==> src/hdl/rfv_pkg.sv <==
// shared types, constants and crc function for the rtcm3 frame validator
package rfv_pkg;

  localparam logic [7:0]  SYNC_BYTE         = 8'hD3;
  localparam logic [7:0]  HDR_RESERVED_MASK = 8'hFC;
  localparam logic [10:0] MAX_FRAME         = 11'd1029;
  localparam logic [10:0] FRAME_OVERHEAD    = 11'd6;
  localparam logic [10:0] CRC_BYTES         = 11'd3;
  localparam logic [10:0] POS_MAX           = 11'd2047;
  localparam logic [23:0] CRC_POLY          = 24'h864CFB;

  localparam logic [1:0] SRC_NONE  = 2'd0;
  localparam logic [1:0] SRC_BLE   = 2'd1;
  localparam logic [1:0] SRC_NTRIP = 2'd2;

  localparam logic CMD_BYTE = 1'b0;
  localparam logic CMD_TICK = 1'b1;

  typedef struct packed {
    logic       command;
    logic [1:0] source;
    logic [7:0] data_byte;
    logic       last_byte;
    logic       queue_accepts;
  } frame_item_t;

  typedef struct packed {
    logic        verdict_valid;
    logic        frame_accepted;
    logic [31:0] accepted_total;
    logic [31:0] rejected_total;
    logic [31:0] age_ms;
  } result_item_t;

  // end-of-frame status from the frame checker
  typedef struct packed {
    logic ended;
    logic format_ok;
  } frame_end_t;

  // outcome handed to the statistics unit
  typedef struct packed {
    logic valid;
    logic accepted;
  } verdict_t;

  // crc-24q, msb first, one byte
  function automatic logic [23:0] crc_update(input logic [23:0] crc, input logic [7:0] b);
    logic [23:0] c;
    c = crc ^ {b, 16'h0000};
    for (int i = 0; i < 8; i++) begin
      if (c[23]) begin
        c = {c[22:0], 1'b0} ^ CRC_POLY;
      end else begin
        c = {c[22:0], 1'b0};
      end
    end
    return c;
  endfunction

endpackage

==> src/hdl/rfv_in_if.sv <==
// input channel: one frame byte or millisecond tick per transaction
interface rfv_in_if;
  logic                valid;
  logic                ready;
  rfv_pkg::frame_item_t item;

  modport source (output valid, output item, input ready);
  modport sink   (input valid, input item, output ready);
endinterface

==> src/hdl/rfv_out_if.sv <==
// output channel: one result per input transaction
interface rfv_out_if;
  logic                 valid;
  logic                 ready;
  rfv_pkg::result_item_t item;

  modport source (output valid, output item, input ready);
  modport sink   (input valid, input item, output ready);
endinterface

==> src/hdl/rfv_frame_check.sv <==
// frame state: header checks, length field, three byte delay line and crc
module rfv_frame_check (
  input  logic                clk,
  input  logic                rst,
  input  logic                step,
  input  logic [7:0]          data_byte,
  input  logic                last_byte,
  output rfv_pkg::frame_end_t frame_end
);

  logic [10:0] byte_position, byte_position_next;
  logic        header_bad, header_bad_next;
  logic [9:0]  length_field, length_field_next;
  logic [23:0] tail_bytes, tail_bytes_next;
  logic [23:0] crc_register, crc_register_next;
  logic [10:0] length_total;

  always_comb begin
    header_bad_next   = header_bad;
    length_field_next = length_field;
    crc_register_next = crc_register;
    if (byte_position == 11'd0 && data_byte != rfv_pkg::SYNC_BYTE) begin
      header_bad_next = 1'b1;
    end
    if (byte_position == 11'd1) begin
      if ((data_byte & rfv_pkg::HDR_RESERVED_MASK) != 8'h00) begin
        header_bad_next = 1'b1;
      end
      length_field_next = {data_byte[1:0], 8'h00};
    end
    if (byte_position == 11'd2) begin
      length_field_next = {length_field[9:8], data_byte};
    end
    if (byte_position >= rfv_pkg::CRC_BYTES) begin
      crc_register_next = rfv_pkg::crc_update(crc_register, tail_bytes[23:16]);
    end
    tail_bytes_next = {tail_bytes[15:0], data_byte};
    byte_position_next = (byte_position < rfv_pkg::POS_MAX) ? byte_position + 11'd1
                                                            : byte_position;
  end

  assign length_total = {1'b0, length_field_next} + rfv_pkg::FRAME_OVERHEAD;

  always_comb begin
    frame_end.ended     = last_byte;
    frame_end.format_ok = !header_bad_next
                          && byte_position_next >= rfv_pkg::FRAME_OVERHEAD
                          && byte_position_next <= rfv_pkg::MAX_FRAME
                          && length_total == byte_position_next
                          && crc_register_next == tail_bytes_next;
  end

  always_ff @(posedge clk) begin
    if (rst) begin
      byte_position <= '0;
      header_bad    <= 1'b0;
      length_field  <= '0;
      tail_bytes    <= '0;
      crc_register  <= '0;
    end else if (step) begin
      if (last_byte) begin
        byte_position <= '0;
        header_bad    <= 1'b0;
        length_field  <= '0;
        tail_bytes    <= '0;
        crc_register  <= '0;
      end else begin
        byte_position <= byte_position_next;
        header_bad    <= header_bad_next;
        length_field  <= length_field_next;
        tail_bytes    <= tail_bytes_next;
        crc_register  <= crc_register_next;
      end
    end
  end

endmodule

==> src/hdl/rfv_stats.sv <==
// millisecond clock, acceptance mark and outcome counters
module rfv_stats (
  input  logic              clk,
  input  logic              rst,
  input  logic              step,
  input  logic              tick,
  input  logic              sel_ok,
  input  rfv_pkg::verdict_t verdict,
  output logic [31:0]       accepted_total,
  output logic [31:0]       rejected_total,
  output logic [31:0]       age_ms
);

  logic [31:0] millisecond_clock, millisecond_clock_next;
  logic [31:0] accept_mark, accept_mark_next;
  logic        mark_valid, mark_valid_next;
  logic [31:0] accepted_count, accepted_count_next;
  logic [31:0] rejected_count, rejected_count_next;

  always_comb begin
    millisecond_clock_next = millisecond_clock + {31'd0, tick};
    accept_mark_next       = accept_mark;
    mark_valid_next        = mark_valid;
    accepted_count_next    = accepted_count;
    rejected_count_next    = rejected_count;
    if (verdict.valid) begin
      if (verdict.accepted) begin
        accept_mark_next    = millisecond_clock;
        mark_valid_next     = 1'b1;
        accepted_count_next = accepted_count + 32'd1;
      end else begin
        rejected_count_next = rejected_count + 32'd1;
      end
    end
  end

  assign accepted_total = accepted_count_next;
  assign rejected_total = rejected_count_next;
  // age reflects this transaction's update, so an accepting step reports zero
  assign age_ms = (!sel_ok || !mark_valid_next) ? 32'hFFFF_FFFF
                                                : millisecond_clock_next - accept_mark_next;

  always_ff @(posedge clk) begin
    if (rst) begin
      millisecond_clock <= '0;
      accept_mark       <= '0;
      mark_valid        <= 1'b0;
      accepted_count    <= '0;
      rejected_count    <= '0;
    end else if (step) begin
      millisecond_clock <= millisecond_clock_next;
      accept_mark       <= accept_mark_next;
      mark_valid        <= mark_valid_next;
      accepted_count    <= accepted_count_next;
      rejected_count    <= rejected_count_next;
    end
  end

endmodule

==> src/hdl/rtcm3_frame_validator_unit.sv <==
// rtcm3 frame validator top level: input register, frame checks, result register
// a transaction passes through the input register and then the result register
// throughput: one transaction per cycle while result_out.ready is high; an input register and the result register
// let a new transaction in while a result waits to be taken
// reset: synchronous rst clears frame state, counters, clock and selected source
module rtcm3_frame_validator_unit (
  input  logic       clk,
  input  logic       rst,
  input  logic       cfg_wr_en,
  input  logic [1:0] cfg_wr_data,
  rfv_in_if.sink     frame_in,
  rfv_out_if.source  result_out
);

  logic [1:0]            selected_source;
  logic                  s1_valid;
  rfv_pkg::frame_item_t  s1_item;
  logic                  out_valid;
  rfv_pkg::result_item_t out_item;

  logic                  advance;
  logic                  out_free;
  logic                  byte_step;
  logic                  tick;
  logic                  sel_ok;
  logic                  source_ok;
  rfv_pkg::frame_end_t   frame_end;
  rfv_pkg::verdict_t     verdict;
  logic [31:0]           accepted_total;
  logic [31:0]           rejected_total;
  logic [31:0]           age_ms;

  assign out_free       = !out_valid || result_out.ready;
  assign advance        = s1_valid && out_free;
  assign frame_in.ready = !s1_valid || out_free;

  assign byte_step = advance && (s1_item.command == rfv_pkg::CMD_BYTE);
  assign tick      = s1_item.command == rfv_pkg::CMD_TICK;

  assign sel_ok    = selected_source == rfv_pkg::SRC_BLE
                     || selected_source == rfv_pkg::SRC_NTRIP;
  assign source_ok = sel_ok && s1_item.source == selected_source
                     && s1_item.source != rfv_pkg::SRC_NONE;

  rfv_frame_check u_frame_check (
    .clk       (clk),
    .rst       (rst),
    .step      (byte_step),
    .data_byte (s1_item.data_byte),
    .last_byte (s1_item.last_byte),
    .frame_end (frame_end)
  );

  always_comb begin
    verdict.valid    = !tick && frame_end.ended;
    verdict.accepted = verdict.valid && frame_end.format_ok && source_ok
                       && s1_item.queue_accepts;
  end

  rfv_stats u_stats (
    .clk            (clk),
    .rst            (rst),
    .step           (advance),
    .tick           (tick),
    .sel_ok         (sel_ok),
    .verdict        (verdict),
    .accepted_total (accepted_total),
    .rejected_total (rejected_total),
    .age_ms         (age_ms)
  );

  always_ff @(posedge clk) begin
    if (rst) begin
      selected_source <= rfv_pkg::SRC_NONE;
    end else if (cfg_wr_en) begin
      selected_source <= cfg_wr_data;
    end
  end

  // input register
  always_ff @(posedge clk) begin
    if (rst) begin
      s1_valid <= 1'b0;
    end else if (frame_in.ready) begin
      s1_valid <= frame_in.valid;
    end
  end

  always_ff @(posedge clk) begin
    if (frame_in.ready && frame_in.valid) begin
      s1_item <= frame_in.item;
    end
  end

  // result register
  always_ff @(posedge clk) begin
    if (rst) begin
      out_valid <= 1'b0;
    end else if (out_free) begin
      out_valid <= s1_valid;
    end
  end

  always_ff @(posedge clk) begin
    if (advance) begin
      out_item.verdict_valid  <= verdict.valid;
      out_item.frame_accepted <= verdict.accepted;
      out_item.accepted_total <= accepted_total;
      out_item.rejected_total <= rejected_total;
      out_item.age_ms         <= age_ms;
    end
  end

  assign result_out.valid = out_valid;
  assign result_out.item  = out_item;

endmodule
==> src/flat_wrapper.sv <==
// flat-port wrapper written by rule: the top's interface ports become plain ports
module rtcm3_frame_validator_unit_flat 
  (clk, rst, cfg_wr_en, cfg_wr_data, frame_in_valid, frame_in_item, frame_in_ready, result_out_valid, result_out_item, result_out_ready);
  rfv_in_if frame_in_i ();
  rfv_out_if result_out_i ();
  input  logic clk;
  input  logic rst;
  input  logic cfg_wr_en;
  input  logic [1:0] cfg_wr_data;
  input wire logic [$bits(frame_in_i.valid)-1:0] frame_in_valid;
  input wire logic [$bits(frame_in_i.item)-1:0] frame_in_item;
  output wire logic [$bits(frame_in_i.ready)-1:0] frame_in_ready;
  output wire logic [$bits(result_out_i.valid)-1:0] result_out_valid;
  output wire logic [$bits(result_out_i.item)-1:0] result_out_item;
  input wire logic [$bits(result_out_i.ready)-1:0] result_out_ready;
  assign frame_in_i.valid = frame_in_valid;
  assign frame_in_i.item = frame_in_item;
  assign frame_in_ready = frame_in_i.ready;
  assign result_out_valid = result_out_i.valid;
  assign result_out_item = result_out_i.item;
  assign result_out_i.ready = result_out_ready;
  rtcm3_frame_validator_unit u_core (.clk(clk), .rst(rst), .cfg_wr_en(cfg_wr_en), .cfg_wr_data(cfg_wr_data), .frame_in(frame_in_i), .result_out(result_out_i));
endmodule
==> config.mk <==
export PLATFORM = sky130hd
export DESIGN_NAME = rtcm3_frame_validator_unit_flat
export DESIGN_NICKNAME = d
export VERILOG_FILES = /design/src/hdl/rfv_pkg.sv /design/src/hdl/rfv_in_if.sv /design/src/hdl/rfv_out_if.sv /design/src/hdl/rfv_frame_check.sv /design/src/hdl/rfv_stats.sv /design/src/hdl/rtcm3_frame_validator_unit.sv /design/src/flat_wrapper.sv
export SDC_FILE = /design/constraint.sdc
export NUM_CORES = 1
export LEC_CHECK = 0
export BUFFER_PORTS_ARGS = -buffer_cell sky130_fd_sc_hd__buf_2
export CAP_MARGIN = 30
export CORE_ASPECT_RATIO = 0.5
export CORE_MARGIN = 2
export CORE_UTILIZATION = 45
export CTS_CLUSTER_SIZE = 14
export DETAILED_ROUTE_END_ITERATION = 8
export GPL_TIMING_DRIVEN = 0
export PLACE_DENSITY = 0.61
export SYNTH_ARGS = -nofsm -noshare
export SYNTH_HDL_FRONTEND = slang
export SYNTH_SLANG_ARGS = --single-unit
==> constraint.sdc <==
create_clock -name clk -period 21.8 [get_ports clk]
set_clock_uncertainty 0.2 [all_clocks]
set_input_delay 2.18 -clock clk [delete_from_list [all_inputs] [get_ports clk]]
set_output_delay 2.18 -clock clk [all_outputs]
set_load 0.01 [all_outputs]
# After elaboration in Yosys (flattened, before gate mapping)
# Cells that the tools add are included.
[op_classes]
eq_ne = 8
muxes = 35
bitwise = 10
addsub = 6
n_reduce_logical = 27
n_lt_le_gt_ge = 4
[ops]
columns = ["cell", "n"]
rows = [
  ["$mux W24", 18],
  ["$mux W32", 6],
  ["$not A13 Y13", 8],
  ["$add A32 B1 Y32 const B", 2],
  ["$add A32 B1 Y32", 1],
  ["$sub A32 B32 Y32", 1],
  ["$mux W10", 3],
  ["$eq A24 B24 Y1", 1],
  ["$xor A24 B24 Y24", 1],
  ["$mux W11", 2],
  ["$logic_and A1 B1 Y1", 14],
  ["$add A10 B3 Y11 const B", 1],
  ["$add A11 B1 Y11 const B", 1],
  ["$eq A11 B1 Y1 const B", 1],
  ["$eq A11 B11 Y1", 1],
  ["$eq A11 B2 Y1 const B", 1],
  ["$ge A11 B2 Y1 const B", 1],
  ["$ge A11 B3 Y1 const B", 1],
  ["$le A11 B11 Y1 const B", 1],
  ["$logic_not A11 Y1", 1],
  ["$lt A11 B11 Y1 const B", 1],
  ["$ne A8 B8 Y1 const B", 1],
  ["$reduce_bool A8 Y1", 1],
  ["$logic_not A1 Y1", 6],
  ["other kinds (7)", 15],
]
[totals]
reg_bits = 314
elab_cells = 113

# Logic depth before layout (Yosys ltp)
# Gate-level depths: netlist of run 1.
[depth]
word_depth = 34
ltp_mapped = 32
ltp_nobuf = 28

# Modules after synthesis
# From an unflattened synthesis of run 1, not the netlist that was laid out.
[hier_totals]
cells_unflattened = 2060
hier_area_um2 = 18355.1
[modules_own_cells]
columns = ["mod", "n_inst", "cells_each", "area_per_inst_um2"]
rows = [
  ["rfv_stats", 1, 1312, 9714.3],
  ["rfv_frame_check", 1, 615, 5097.4],
  ["rtcm3_frame_validator_unit", 1, 133, 3543.4],
]

# Worst setup path before layout of run 1
# Ideal clock, no wire load.
[synth_path]
path_type = "register to register"
start = "register u_core.u_frame_check.byte_position[0]"
end = "register u_core.out_item (netlist bit u_core.result_out.item[31]) (data pin)"
setup_time_ps = 260
period_less_slack_ps = 7120
stages_incl_launch_ff = 28
t_required_ps = 21340
arrival_ps = 6660
path_slack_ps = 14680
path_buffers = 4
path_cell_list = "dfxtp_1 -> clkbuf_1 -> inv_1 -> ha_1 -> nor2_1 -> o21ai_0 -> a222oi_1 -> nand4_1 -> mux2i_1 -> nand3_1 -> or3_1 -> nor3_2 -> buf_2 -> buf_2 -> buf_4 -> mux2i_1 -> ha_1 -> o21a_1 -> o21a_1 -> o21ai_0 -> a31oi_1 -> a211o_1 -> a221oi_1 -> o21ai_0 -> o41a_1 -> a31o_2 -> or3b_1 -> mux2_2"
[synth_between]
elab_chain_len = 17
word_cells_on_any_way = 34
cone_classes = "3 x add/sub; 4 x order compare; 4 x eq/ne; 11 x mux; 12 x reduce/logical"
[synth_rtl]
columns = ["item", "line_no", "text"]
rows = [
  ["from (decl)", "rfv_frame_check.sv:11", "logic [10:0] byte_position, byte_position_next;"],
  ["from (signal assigned)", "rfv_frame_check.sv:68", "byte_position <= byte_position_next;"],
  ["parallel branches: the longest is 9 deep, another holds $add A11 B1 Y11", "--", ""],
  ["$logic_and A1 B1 Y1 *", "rfv_frame_check.sv:50", "&& crc_register_next == tail_bytes_next;"],
  ["$logic_and A1 B1 Y1 * (2 in series)", "rtcm3_frame_validator_unit.sv:56", "verdict.accepted = verdict.valid && frame_end.format_ok && source_ok"],
  ["$logic_and A1 B1 Y1 *", "rtcm3_frame_validator_unit.sv:57", "&& s1_item.queue_accepts;"],
  ["parallel branches: the longest is 4 deep, another holds $sub A32 B32 Y32", "--", ""],
  ["to (decl)", "rtcm3_frame_validator_unit.sv:19", "rfv_pkg::result_item_t out_item;"],
]
# Mark *: on every way between the ends.
# A chain may end at the register's enable or synchronous reset.

# Worst setup path after layout of run 1
[layout_path]
start = "register u_core.u_frame_check.byte_position[0]"
end = "register u_core.out_item (netlist bit u_core.result_out.item[28]) (data pin)"
# The elaborated chain is that of the path after synthesis.

==> results.toml, run 1 <==
[placement]
placed_cell_area_sq_mm = 0.01988
gp_congestion = 0.9317
dp.cells = 2672
dpl.hpwl_mm = 37.30
numPortBuffers = 118

[critical_path]
r2r-end = "u_core.result_out.item[28]$_SDFFCE_PP1P_"
worst_setup_path_start_kind = "register"
criticalPathCategory = "reg2reg"
cp_slowest_cell = "a222oi_1"
r2r_slack_ns = 12.58
crit_top_cell = "mux2i_1"
worstReg2RegStart = "u_core.u_frame_check.byte_position[0]$_SDFFE_PP0P_"
crit_family = "compound AO/OA/AOI/OAI gates"
critical_path_buf_inv_count = 5
worstPathMaxFanout = 10
crit_arrival_ns = 9.34
reg2reg_depth = 27
critPathRequiredTime_ns = 21.91
critPathMaxStageDelay_ns = 0.87
cp-end-kind = "register"

[global_routing]
overflow = 0
grt_pass1_vias = 14430
grt_pass1_wl_mm = 80.05
grt_max_degree = 45
track_usage = 0.2328
antenna_found_initial = 0

[timing]
max_freq_mhz = 108.4
hold_viol = 0
rsz0062_at_grt = "false"
setup_viol = 0
period_needed_ns = 9.223
maxSlewViolCount = 0
period_share = 0.4231
final.setup.tns_ns = 0
max-slew-margin-rel = 0.2918
worst_pin_slew_ns = 1.053

[synthesis]
synth_area_per_cell_sq_um = 9.231
yosys-top-cells-count = "nor2_1 (204), dfxtp_1 (203), nand2_1 (170)"
yosys_warnings = 0
ys_seq_elements = 314
synth_edf_count = 111
synthArstFlopShare = 0
syn_inst = 2011
synth_nets = 2072
yosysSeqAreaShare = 0.3985
synthFlopType = "dfxtp_1"
syn_area_sq_mm = 0.01856
yosysTopAreaCellShare = 0.2189
yosysMostFrequentCell = "nor2_1"
synth.area.top_cells = "dfxtp_1 (22%), edfxtp_1 (18%), xnor2_1 (6.0%)"
ys_types = 86
yosysTopAreaCell = "dfxtp_1"

[pwr]
power_density_mw_per_mm2 = 58.13
irDropWorstVdd_uv = 56.65
p_leak_nw = 7.612

[floorplan]
die_y_microns = 147.6
start_util = 0.4580
die_w_microns = 291.2
ios = 120
core_sq_mm = 0.04053
die_area_sq_mm = 0.04299
num_rows = 52

[clock_network]
clock_sinks = 314
htreeDepth = 1
cts_made_buffers = 31
clkLatencyLatePin_ns = 0.61
clk_path_buf_depth = 3
cts_tree = "built"
hold_buffers = 0
ctsResizeCount = 0
post_cts_buffers = 0
root_buffer = "clkbuf_16"
cts.clk_slew.worst_paths_ns = 0.07

[layout]
diodes = 0
final_cells = 2730
drive_gt1_frac = 0.1160
final_nets = 2226
area_growth_pct = 12.44
fin_area_sq_mm = 0.02087

[outcome]
status = "finished clean"

[routing]
vias = 15380
drt_pre_antenna_iters = 5
totalWireLength_mm = 50.51
drt-initial-drc-count = 1261
post_drt_wl_per_cell_microns = 18.50
ant_nets = 0
drt-vias-per-instance = 5.634
route.detailed.drc = 0

[worst_hold_path]
hold_depth = 2
hold_class = "reg2reg"
worstHoldEndpoint = "u_core.u_frame_check.tail_bytes[9]$_SDFFE_PP0P_"
worstHoldStart = "u_core.u_frame_check.tail_bytes[9]$_SDFFE_PP0P_"

[job]
maxCapViolations = 0
## per-layer routing
metal,GRT usage,share of wire,up-vias
li1,-,-,7529
met1,0.3366,0.48,7376
met2,0.3685,0.44,407
met3,0.03624,0.061,68
met4,0.04974,0.019,0
met5,0,0,-
## placed cells by master, fill, tap and decap left out, drive strengths merged, types with 27 or more instances in the layout
master | synthesis | routed
a21oi | 120 | 120
a22oi | 33 | 33
and3 | 55 | 55
buf | 33 | 154
clkbuf | 85 | 126
dfxtp | 203 | 203
edfxtp | 111 | 111
ha | 40 | 40
inv | 38 | 39
mux2i | 73 | 73
nand2 | 170 | 170
nand3 | 79 | 79
nand4 | 49 | 49
nor2 | 204 | 204
nor2b | 34 | 34
nor3 | 58 | 58
o21ai | 54 | 54
or4 | 27 | 27
xnor2 | 143 | 143
xor2 | 112 | 112
## sequential cells by signal, indices dropped and copies added, names as in the netlist, 12 cells and up
signal	flops
u_core.result_out.item	98
u_core.s1_item	12
u_core.u_frame_check.crc_register	24
u_core.u_frame_check.tail_bytes	24
u_core.u_stats.accept_mark	32
u_core.u_stats.accepted_count	32
u_core.u_stats.millisecond_clock	32
u_core.u_stats.rejected_count	32
## worst min-delay path: stages (launching register included)
cell and delay, ns:
dfxtp_1 0.32, nand2_1 0.05, a21oi_1 0.05
## logic make-up (layout without fill, tap and decap cells)
group	after synthesis	in the layout	share of synthesized area
xor+xnor	270	270	0.1498
mux	93	93	0.05150
flops	314	314	0.3985
compound gates	323	323	0.1106
buf+inv	157	336	0.03377
fa+ha+maj	42	42	0.02858
simple gates	812	812	0.2273
## worst max-delay path by stage
stage | slack (ns) | end | cells after the start | start
final | 12.58 | u_core.result_out.item[28]$_SDFFCE_PP1P_ | 27 | u_core.u_frame_check.byte_position[0]$_SDFFE_PP0P_
after global routing | 11.92 | u_core.result_out.item[28]$_SDFFCE_PP1P_ | 27 | u_core.u_frame_check.byte_position[0]$_SDFFE_PP0P_
after CTS | 12.60 | u_core.result_out.item[28]$_SDFFCE_PP1P_ | 27 | u_core.u_frame_check.byte_position[0]$_SDFFE_PP0P_
after detailed placement | 12.66 | u_core.result_out.item[28]$_SDFFCE_PP1P_ | 27 | u_core.u_frame_check.byte_position[0]$_SDFFE_PP0P_
after global placement | 12.67 | u_core.result_out.item[31]$_SDFFCE_PP1P_ | 26 | u_core.u_frame_check.byte_position[0]$_SDFFE_PP0P_
after floorplan | 14.68 | u_core.result_out.item[31]$_SDFFCE_PP1P_ | 27 | u_core.u_frame_check.byte_position[0]$_SDFFE_PP0P_
## metrics by stage
stage	hold slack, ns	utilization	setup WS [ns]	power, mW
global route	0.2881	0.5149	11.92	1.257
global placement	0.2406	0.4892	12.67	0.6880
CTS	0.2580	0.5149	12.60	1.228
floorplan	0.2319	-	14.68	0.6625
finish	0.2633	0.5149	12.58	1.213
detailed placement	0.2489	0.4903	12.66	0.6878
## cell type report
cell class	count	area, sq um
Inverter	39	146.4
Tap cell	540	675.6
Timing Repair Buffer	121	635.6
Multi-Input combinational cell	1540	10540
Sequential cell	314	7397
Fill cell	3788	19660
Clock buffer	41	843.3
Clock inverter	17	153.9
Buffer	118	481.7
## power by group
part	switching, mW	internal (mW)	total, mW	leakage [nW]
registers	0.00480	0.614	0.619	2.54
clock network	0.242	0.296	0.538	0.478
logic	0.0401	0.0162	0.0563	4.59
total	0.287	0.926	1.21	7.61
No activity file was read; power rests on OpenSTA's default activity.
==> run 2: changes to the inputs <==
==> constraint.sdc (replaced) <==
create_clock -name clk -period 8.8 [get_ports clk]
set_clock_uncertainty 0.2 [all_clocks]
set_input_delay 0.88 -clock clk [delete_from_list [all_inputs] [get_ports clk]]
set_output_delay 0.88 -clock clk [all_outputs]
set_load 0.01 [all_outputs]
==> run 2 against run 1 <==
Against the previous run:
- cell count about the same
- flip-flop and latch count did not move
- non-clock buffer count rose by 2
- first-iteration DRC count down 3.2%
- sequential power grew 150%
- register-to-register slack lost 12 ns
- clock power up 150%
- via count is 0.16% higher
- utilization grew 0.25 points
- power is 150% higher
- combinational power is 150% higher
==> results.toml, run 2 (synthesized netlist as in run 1, its figures left out) <==
[floorplan]
die_y_microns = 147.6
num_rows = 52
die_area_sq_mm = 0.04299
die_w_microns = 291.2
start_util = 0.4580
ios = 120
core_sq_mm = 0.04053

[worst_hold_path]
worstHoldEndpoint = "u_core.s1_item[4]$_DFFE_PP_"
hold_class = "in2reg"
hold_depth = 1
worstHoldStart = "frame_in_item[4]"

[clock_network]
clock_sinks = 314
clk_path_buf_depth = 3
cts_made_buffers = 31
htreeDepth = 1
root_buffer = "clkbuf_16"
hold_buffers = 0
cts_tree = "built"
cts.clk_slew.worst_paths_ns = 0.07
clkLatencyLatePin_ns = 0.61

[routing]
drt-initial-drc-count = 1221
ant_nets = 0
vias = 15400
totalWireLength_mm = 50.63
post_drt_wl_per_cell_microns = 18.53
drt-vias-per-instance = 5.638
dr.max_layer_used = "met4"
m1WireLength_mm = 24.15
wl_met2_mm = 22.66
route.detailed.drc = 0
met3WireLength_mm = 2.945
drt_pre_antenna_iters = 5

[outcome]
status = "finished clean"

[global_routing]
grt_pass1_wl_mm = 80.04
grt_pass1_vias = 14430
overflow = 0
antenna_found_initial = 0
track_usage = 0.2329
grt_max_degree = 45

[job]
maxCapViolations = 0

[placement]
gp_congestion = 0.9317
dpl_worst_slack_ns = -0.3392
numPortBuffers = 118
dpl.hpwl_mm = 37.30

[timing]
maxSlewViolCount = 0
max_freq_mhz = 119.0
rsz0062_at_grt = "false"
period_needed_ns = 8.406
worst_pin_slew_ns = 0.9954
fin_ws_ns = 0.3945
hold_viol = 0
final.setup.tns_ns = 0
max-slew-margin-rel = 0.3303
period_share = 0.9552
setup_viol = 0

[critical_path]
cp_slowest_cell = "xnor3_1"
r2r_slack_ns = 0.39
crit_top_cell = "buf_2"
criticalPathCategory = "reg2reg"
cp-end-kind = "register"
crit_family = "compound AO/OA/AOI/OAI gates"
worstReg2RegStart = "u_core.u_frame_check.crc_register[22]$_SDFFE_PP0P_"
critPathMaxStageDelay_ns = 0.70
worstPathMaxFanout = 10
crit_arrival_ns = 8.55
critical_path_buf_inv_count = 4
worst_setup_path_start_kind = "register"
critPathRequiredTime_ns = 8.94
reg2reg_depth = 25
r2r-end = "u_core.result_out.item[31]$_SDFFCE_PP1P_"

[pwr]
finalPower_mw = 3.007
irDropWorstVdd_uv = 139.3
power_density_mw_per_mm2 = 143.4
p_leak_nw = 7.672

[layout]
area_growth_pct = 12.99
largest_reg_flops = 98
diodes = 0
final_nets = 2228
mostFrequentLayoutCell = "dfxtp_1"
post-route-util = 0.5174
final_cell_mix = "dfxtp_1 (203), nor2_1 (202), nand2_1 (170), buf_2 (138), xnor2_1 (126)"
drive_gt1_frac = 0.1227
run 2: layout make-up:
class                           instances  area (sq um)
Tap cell                              540         675.6
Multi-Input combinational cell       1540         10620
Timing Repair Buffer                  123         650.6
Clock buffer                           41         843.3
Inverter                               39         146.4
Fill cell                            3777         19560
Clock inverter                         17         153.9
Buffer                                118         483.0
Sequential cell                       314          7397
run 2: power by group:
part | switching (mW) | total [mW] | internal, mW
logic | 0.0998 | 0.140 | 0.0405
clock network | 0.600 | 1.33 | 0.734
registers | 0.0119 | 1.53 | 1.52
total | 0.711 | 3.01 | 2.30
run 2: how the worst max path moves through the flow:
stage                                                  startpoint  slack (ns)  cells past startpoint                                  endpoint
2_1_floorplan  u_core.u_frame_check.byte_position[0]$_SDFFE_PP0P_        1.68                     27  u_core.result_out.item[31]$_SDFFCE_PP1P_
6_report       u_core.u_frame_check.crc_register[22]$_SDFFE_PP0P_        0.39                     25  u_core.result_out.item[31]$_SDFFCE_PP1P_
4_1_cts        u_core.u_frame_check.crc_register[16]$_SDFFE_PP0P_        0.05                     23  u_core.result_out.item[31]$_SDFFCE_PP1P_
3_5_place_dp   u_core.u_frame_check.byte_position[0]$_SDFFE_PP0P_       -0.34                     27  u_core.result_out.item[28]$_SDFFCE_PP1P_
3_3_place_gp   u_core.u_frame_check.byte_position[0]$_SDFFE_PP0P_       -0.33                     26  u_core.result_out.item[31]$_SDFFCE_PP1P_
5_1_grt        u_core.u_frame_check.byte_position[7]$_SDFFE_PP0P_        0.02                     30  u_core.result_out.item[31]$_SDFFCE_PP1P_
run 2: per-layer routing:
| metal | global-route usage | vias to the layer above |
|---|---|---|
| met5 | 0 | - |
| met4 | 0.04974 | 0 |
| met3 | 0.03624 | 60 |
| met2 | 0.3685 | 379 |
| met1 | 0.3367 | 7435 |
| li1 | - | 7530 |
run 2: per-stage QoR:
stage	instance area, sq um	std cells	hold slack, ns
floorplan	18560	2011	0.2319
global placement	19830	2669	0.2406
detailed placement	19880	2672	0.2489
CTS	20900	2731	0.2227
global route	20970	2732	0.2376
finish	20970	2732	0.2569
run 2: repair_timing:
action                                  4_1_cts  5_1_grt
setup buffers                                 1        1
endpoints found under the setup margin        5        5
pin swaps                                     1        3
hold endpoints to repair                      0        0
resized for setup                             3       15
==> run 3: changes to the inputs <==
--- a/config.mk
+++ b/config.mk
@@ -13,7 +13,8 @@
 export CTS_CLUSTER_SIZE = 14
 export DETAILED_ROUTE_END_ITERATION = 8
 export GPL_TIMING_DRIVEN = 0
-export PLACE_DENSITY = 0.61
+export PLACE_DENSITY = 0.64
+export RECOVER_POWER = 100
 export SYNTH_ARGS = -nofsm -noshare
 export SYNTH_HDL_FRONTEND = slang
 export SYNTH_SLANG_ARGS = --single-unit
==> constraint.sdc (replaced) <==
create_clock -name clk -period 6.95 [get_ports clk]
set_clock_uncertainty 0.2 [all_clocks]
set_input_delay 0.695 -clock clk [delete_from_list [all_inputs] [get_ports clk]]
set_output_delay 0.695 -clock clk [all_outputs]
set_load 0.01 [all_outputs]
==> run 3 against run 2 <==
Against the previous run:
- the run now ends with capacitance limit, slew limit, setup timing left
- hold slack worse by 0.19 ns
- global-route usage is 0.43 points higher
- cell count is 2.8% higher
- critical path depth is 1 higher
- combinational power is 28% higher
- die area stayed put
- via count is 3.7% higher
- clock power is 29% higher
- critical endpoint unchanged
==> results.toml, run 3 (synthesized netlist as in run 1, its figures left out) <==
[critical_path]
cp-end-kind = "register"
r2r_slack_ns = -0.16
cp_slowest_cell = "xnor2_2"
crit_arrival_ns = 7.26
criticalPathCategory = "reg2reg"
reg2reg_depth = 26
worst_setup_path_start_kind = "register"
critPathMaxStageDelay_ns = 0.45
crit_family = "compound AO/OA/AOI/OAI gates"
worstReg2RegStart = "u_core.u_frame_check.crc_register[17]$_SDFFE_PP0P_"
r2r-end = "u_core.result_out.item[31]$_SDFFCE_PP1P_"
worstPathMaxFanout = 9
critPathRequiredTime_ns = 7.11
critical_path_buf_inv_count = 4

[worst_hold_path]
worstHoldStart = "frame_in_item[2]"
hold_depth = 1
worstHoldEndpoint = "u_core.s1_item[2]$_DFFE_PP_"
hold_class = "in2reg"

[timing]
worst_pin_slew_ns = 1.903
maxSlewViolCount = 102
fin_ws_ns = -0.1552
period_needed_ns = 7.105
setup_viol = 1
period_share = 1.022
max_freq_mhz = 140.7
rsz0062_at_grt = "true"
hold_viol = 0
max-slew-margin-rel = -0.2685

[global_routing]
grt_pass1_wl_mm = 82.25
track_usage = 0.2372
antenna_found_initial = 0
grt_pass1_vias = 15100
grt_max_degree = 38
overflow = 0

[placement]
gp_congestion = 0.9023
placed_cell_area_sq_mm = 0.01990
dpl.hpwl_mm = 36.89
dpl_worst_slack_ns = -1.923
numPortBuffers = 118

[pwr]
p_sw_frac = 0.2415
p_leak_nw = 8.068
switching_power_uw = 928.6
irDropWorstVdd_uv = 181.4
seqPwrFrac = 0.505
clockPowerShare = 0.448
power_frac_comb = 0.047
cellInternalPower_mw = 2.917
power_density_mw_per_mm2 = 172.6

[clock_network]
cts_made_buffers = 31
cts.clk_slew.worst_paths_ns = 0.07
clkLatencyLatePin_ns = 0.60
clk_path_buf_depth = 3
htreeDepth = 1
clock_sinks = 314
cts_tree = "built"
root_buffer = "clkbuf_16"

[floorplan]
die_w_microns = 291.2
start_util = 0.4580
ios = 120
die_y_microns = 147.6
num_rows = 52
die_area_sq_mm = 0.04299
core_sq_mm = 0.04053

[routing]
drt-initial-drc-count = 1304
drt-vias-per-instance = 5.691
vias = 15980
post_drt_wl_per_cell_microns = 18.80
totalWireLength_mm = 52.80
drt_pre_antenna_iters = 5
route.detailed.drc = 0
ant_nets = 0

[layout]
fin_area_sq_mm = 0.02228
area_growth_pct = 20.01
mostFrequentLayoutCell = "nor2_1"
drive_gt1_frac = 0.1508
diodes = 0
largest_reg_flops = 98
final_cell_mix = "nor2_1 (202), dfxtp_1 (190), clkbuf_1 (185), nand2_1 (162), xnor2_1 (122)"
final_nets = 2305

[outcome]
violations = "capacitance limit, slew limit, setup timing"
status = "finished with violations"

[job]
maxCapViolations = 3
[run 3: changes by cell type in the layout (fill, tap and decap cells not counted), moves of 7 or more]
cell / change
buf_2: -109
buf_4: +80
clkbuf_1: +94
dfxtp_1: -13
dfxtp_2: +9
nand2_1: -8
o21ai_0: -8
o21ai_2: +7
xnor2_2: -8
xnor2_4: +12
[run 3: through the flow]
stage | instances | util | setup TNS, ns | hold WS [ns] | total power, mW
after floorplan | 2011 | - | 0 | 0.2319 | 2.078
after global routing | 2808 | 0.5496 | -1.595 | 0.04674 | 3.959
final | 2808 | 0.5496 | -0.1552 | 0.06562 | 3.846
after global placement | 2669 | 0.4893 | -20.51 | 0.2400 | 2.157
after CTS | 2783 | 0.5448 | -0.01155 | 0.04046 | 3.877
after detailed placement | 2673 | 0.4910 | -21.61 | 0.2479 | 2.158
[run 3: worst max-delay path by stage]
stage | end | cells after the start | slack (ns) | startpoint
after floorplan | u_core.result_out.item[31]$_SDFFCE_PP1P_ | 27 | 0.001 | u_core.u_frame_check.byte_position[4]$_SDFFE_PP0P_
after global placement | u_core.result_out.item[28]$_SDFFCE_PP1P_ | 27 | -1.86 | u_core.u_frame_check.byte_position[0]$_SDFFE_PP0P_
after detailed placement | u_core.result_out.item[31]$_SDFFCE_PP1P_ | 26 | -1.92 | u_core.u_frame_check.byte_position[0]$_SDFFE_PP0P_
after CTS | u_core.result_out.item[31]$_SDFFCE_PP1P_ | 27 | -0.01 | u_core.u_frame_check.byte_position[6]$_SDFFE_PP0P_
after global routing | u_core.result_out.item[31]$_SDFFCE_PP1P_ | 27 | -0.42 | u_core.u_frame_check.byte_position[1]$_SDFFE_PP0P_
final | u_core.result_out.item[31]$_SDFFCE_PP1P_ | 26 | -0.16 | u_core.u_frame_check.crc_register[17]$_SDFFE_PP0P_
[run 3: worst register-to-register path, cell delays in order (launching register included)]
cell and delay (ns):
dfxtp_1 0.40, xnor2_4 0.40, xor2_4 0.16, buf_4 0.18
xnor2_2 0.45, nor3_2 0.13, nor4_1 0.34, nand3_1 0.13
nor3_2 0.24, nand4b_1 0.25, nor3_4 0.35, buf_6 0.19
buf_12 0.12, buf_12 0.14, mux2i_2 0.22, ha_1 0.27
o21a_1 0.19, o21a_1 0.19, o21ai_2 0.18, a31oi_4 0.07
a211o_4 0.38, a221oi_4 0.30, o21ai_2 0.12, o41a_1 0.36
a31o_2 0.29, or3b_1 0.35, mux2_4 0.27
[run 3: per-layer routing]
layer	wire [microns]	global-route usage	vias up
met5	0	0	-
met4	1585	0.07332	0
met3	3307	0.03669	105
met2	23410	0.3716	505
met1	24500	0.3377	7664
li1	-	-	7705
[run 3: power groups by stage]
stage | clock, mW | combinational (mW) | sequential (mW)
2_1_floorplan | 0 | 0.0877 | 1.99
3_3_place_gp | 0 | 0.171 | 1.99
3_5_place_dp | 0 | 0.177 | 1.98
4_1_cts | 1.75 | 0.186 | 1.94
5_1_grt | 1.82 | 0.193 | 1.94
6_report | 1.72 | 0.179 | 1.94
[run 3: area by class of cell]
class / instances / area, sq um
Fill cell: 3715 / 18260
Clock buffer: 41 / 885.9
Buffer: 108 / 541.8
Tap cell: 540 / 675.6
Sequential cell: 314 / 7423
Inverter: 39 / 151.4
Clock inverter: 16 / 135.1
Timing Repair Buffer: 210 / 1211
Multi-Input combinational cell: 1540 / 11250
[run 3: timing repair]
item                       4_1_cts  5_1_grt
setup buffers                   61       27
pin swaps                       55       36
resized for setup              143       45
hold buffers                     0        0
setup endpoints to repair       24        9
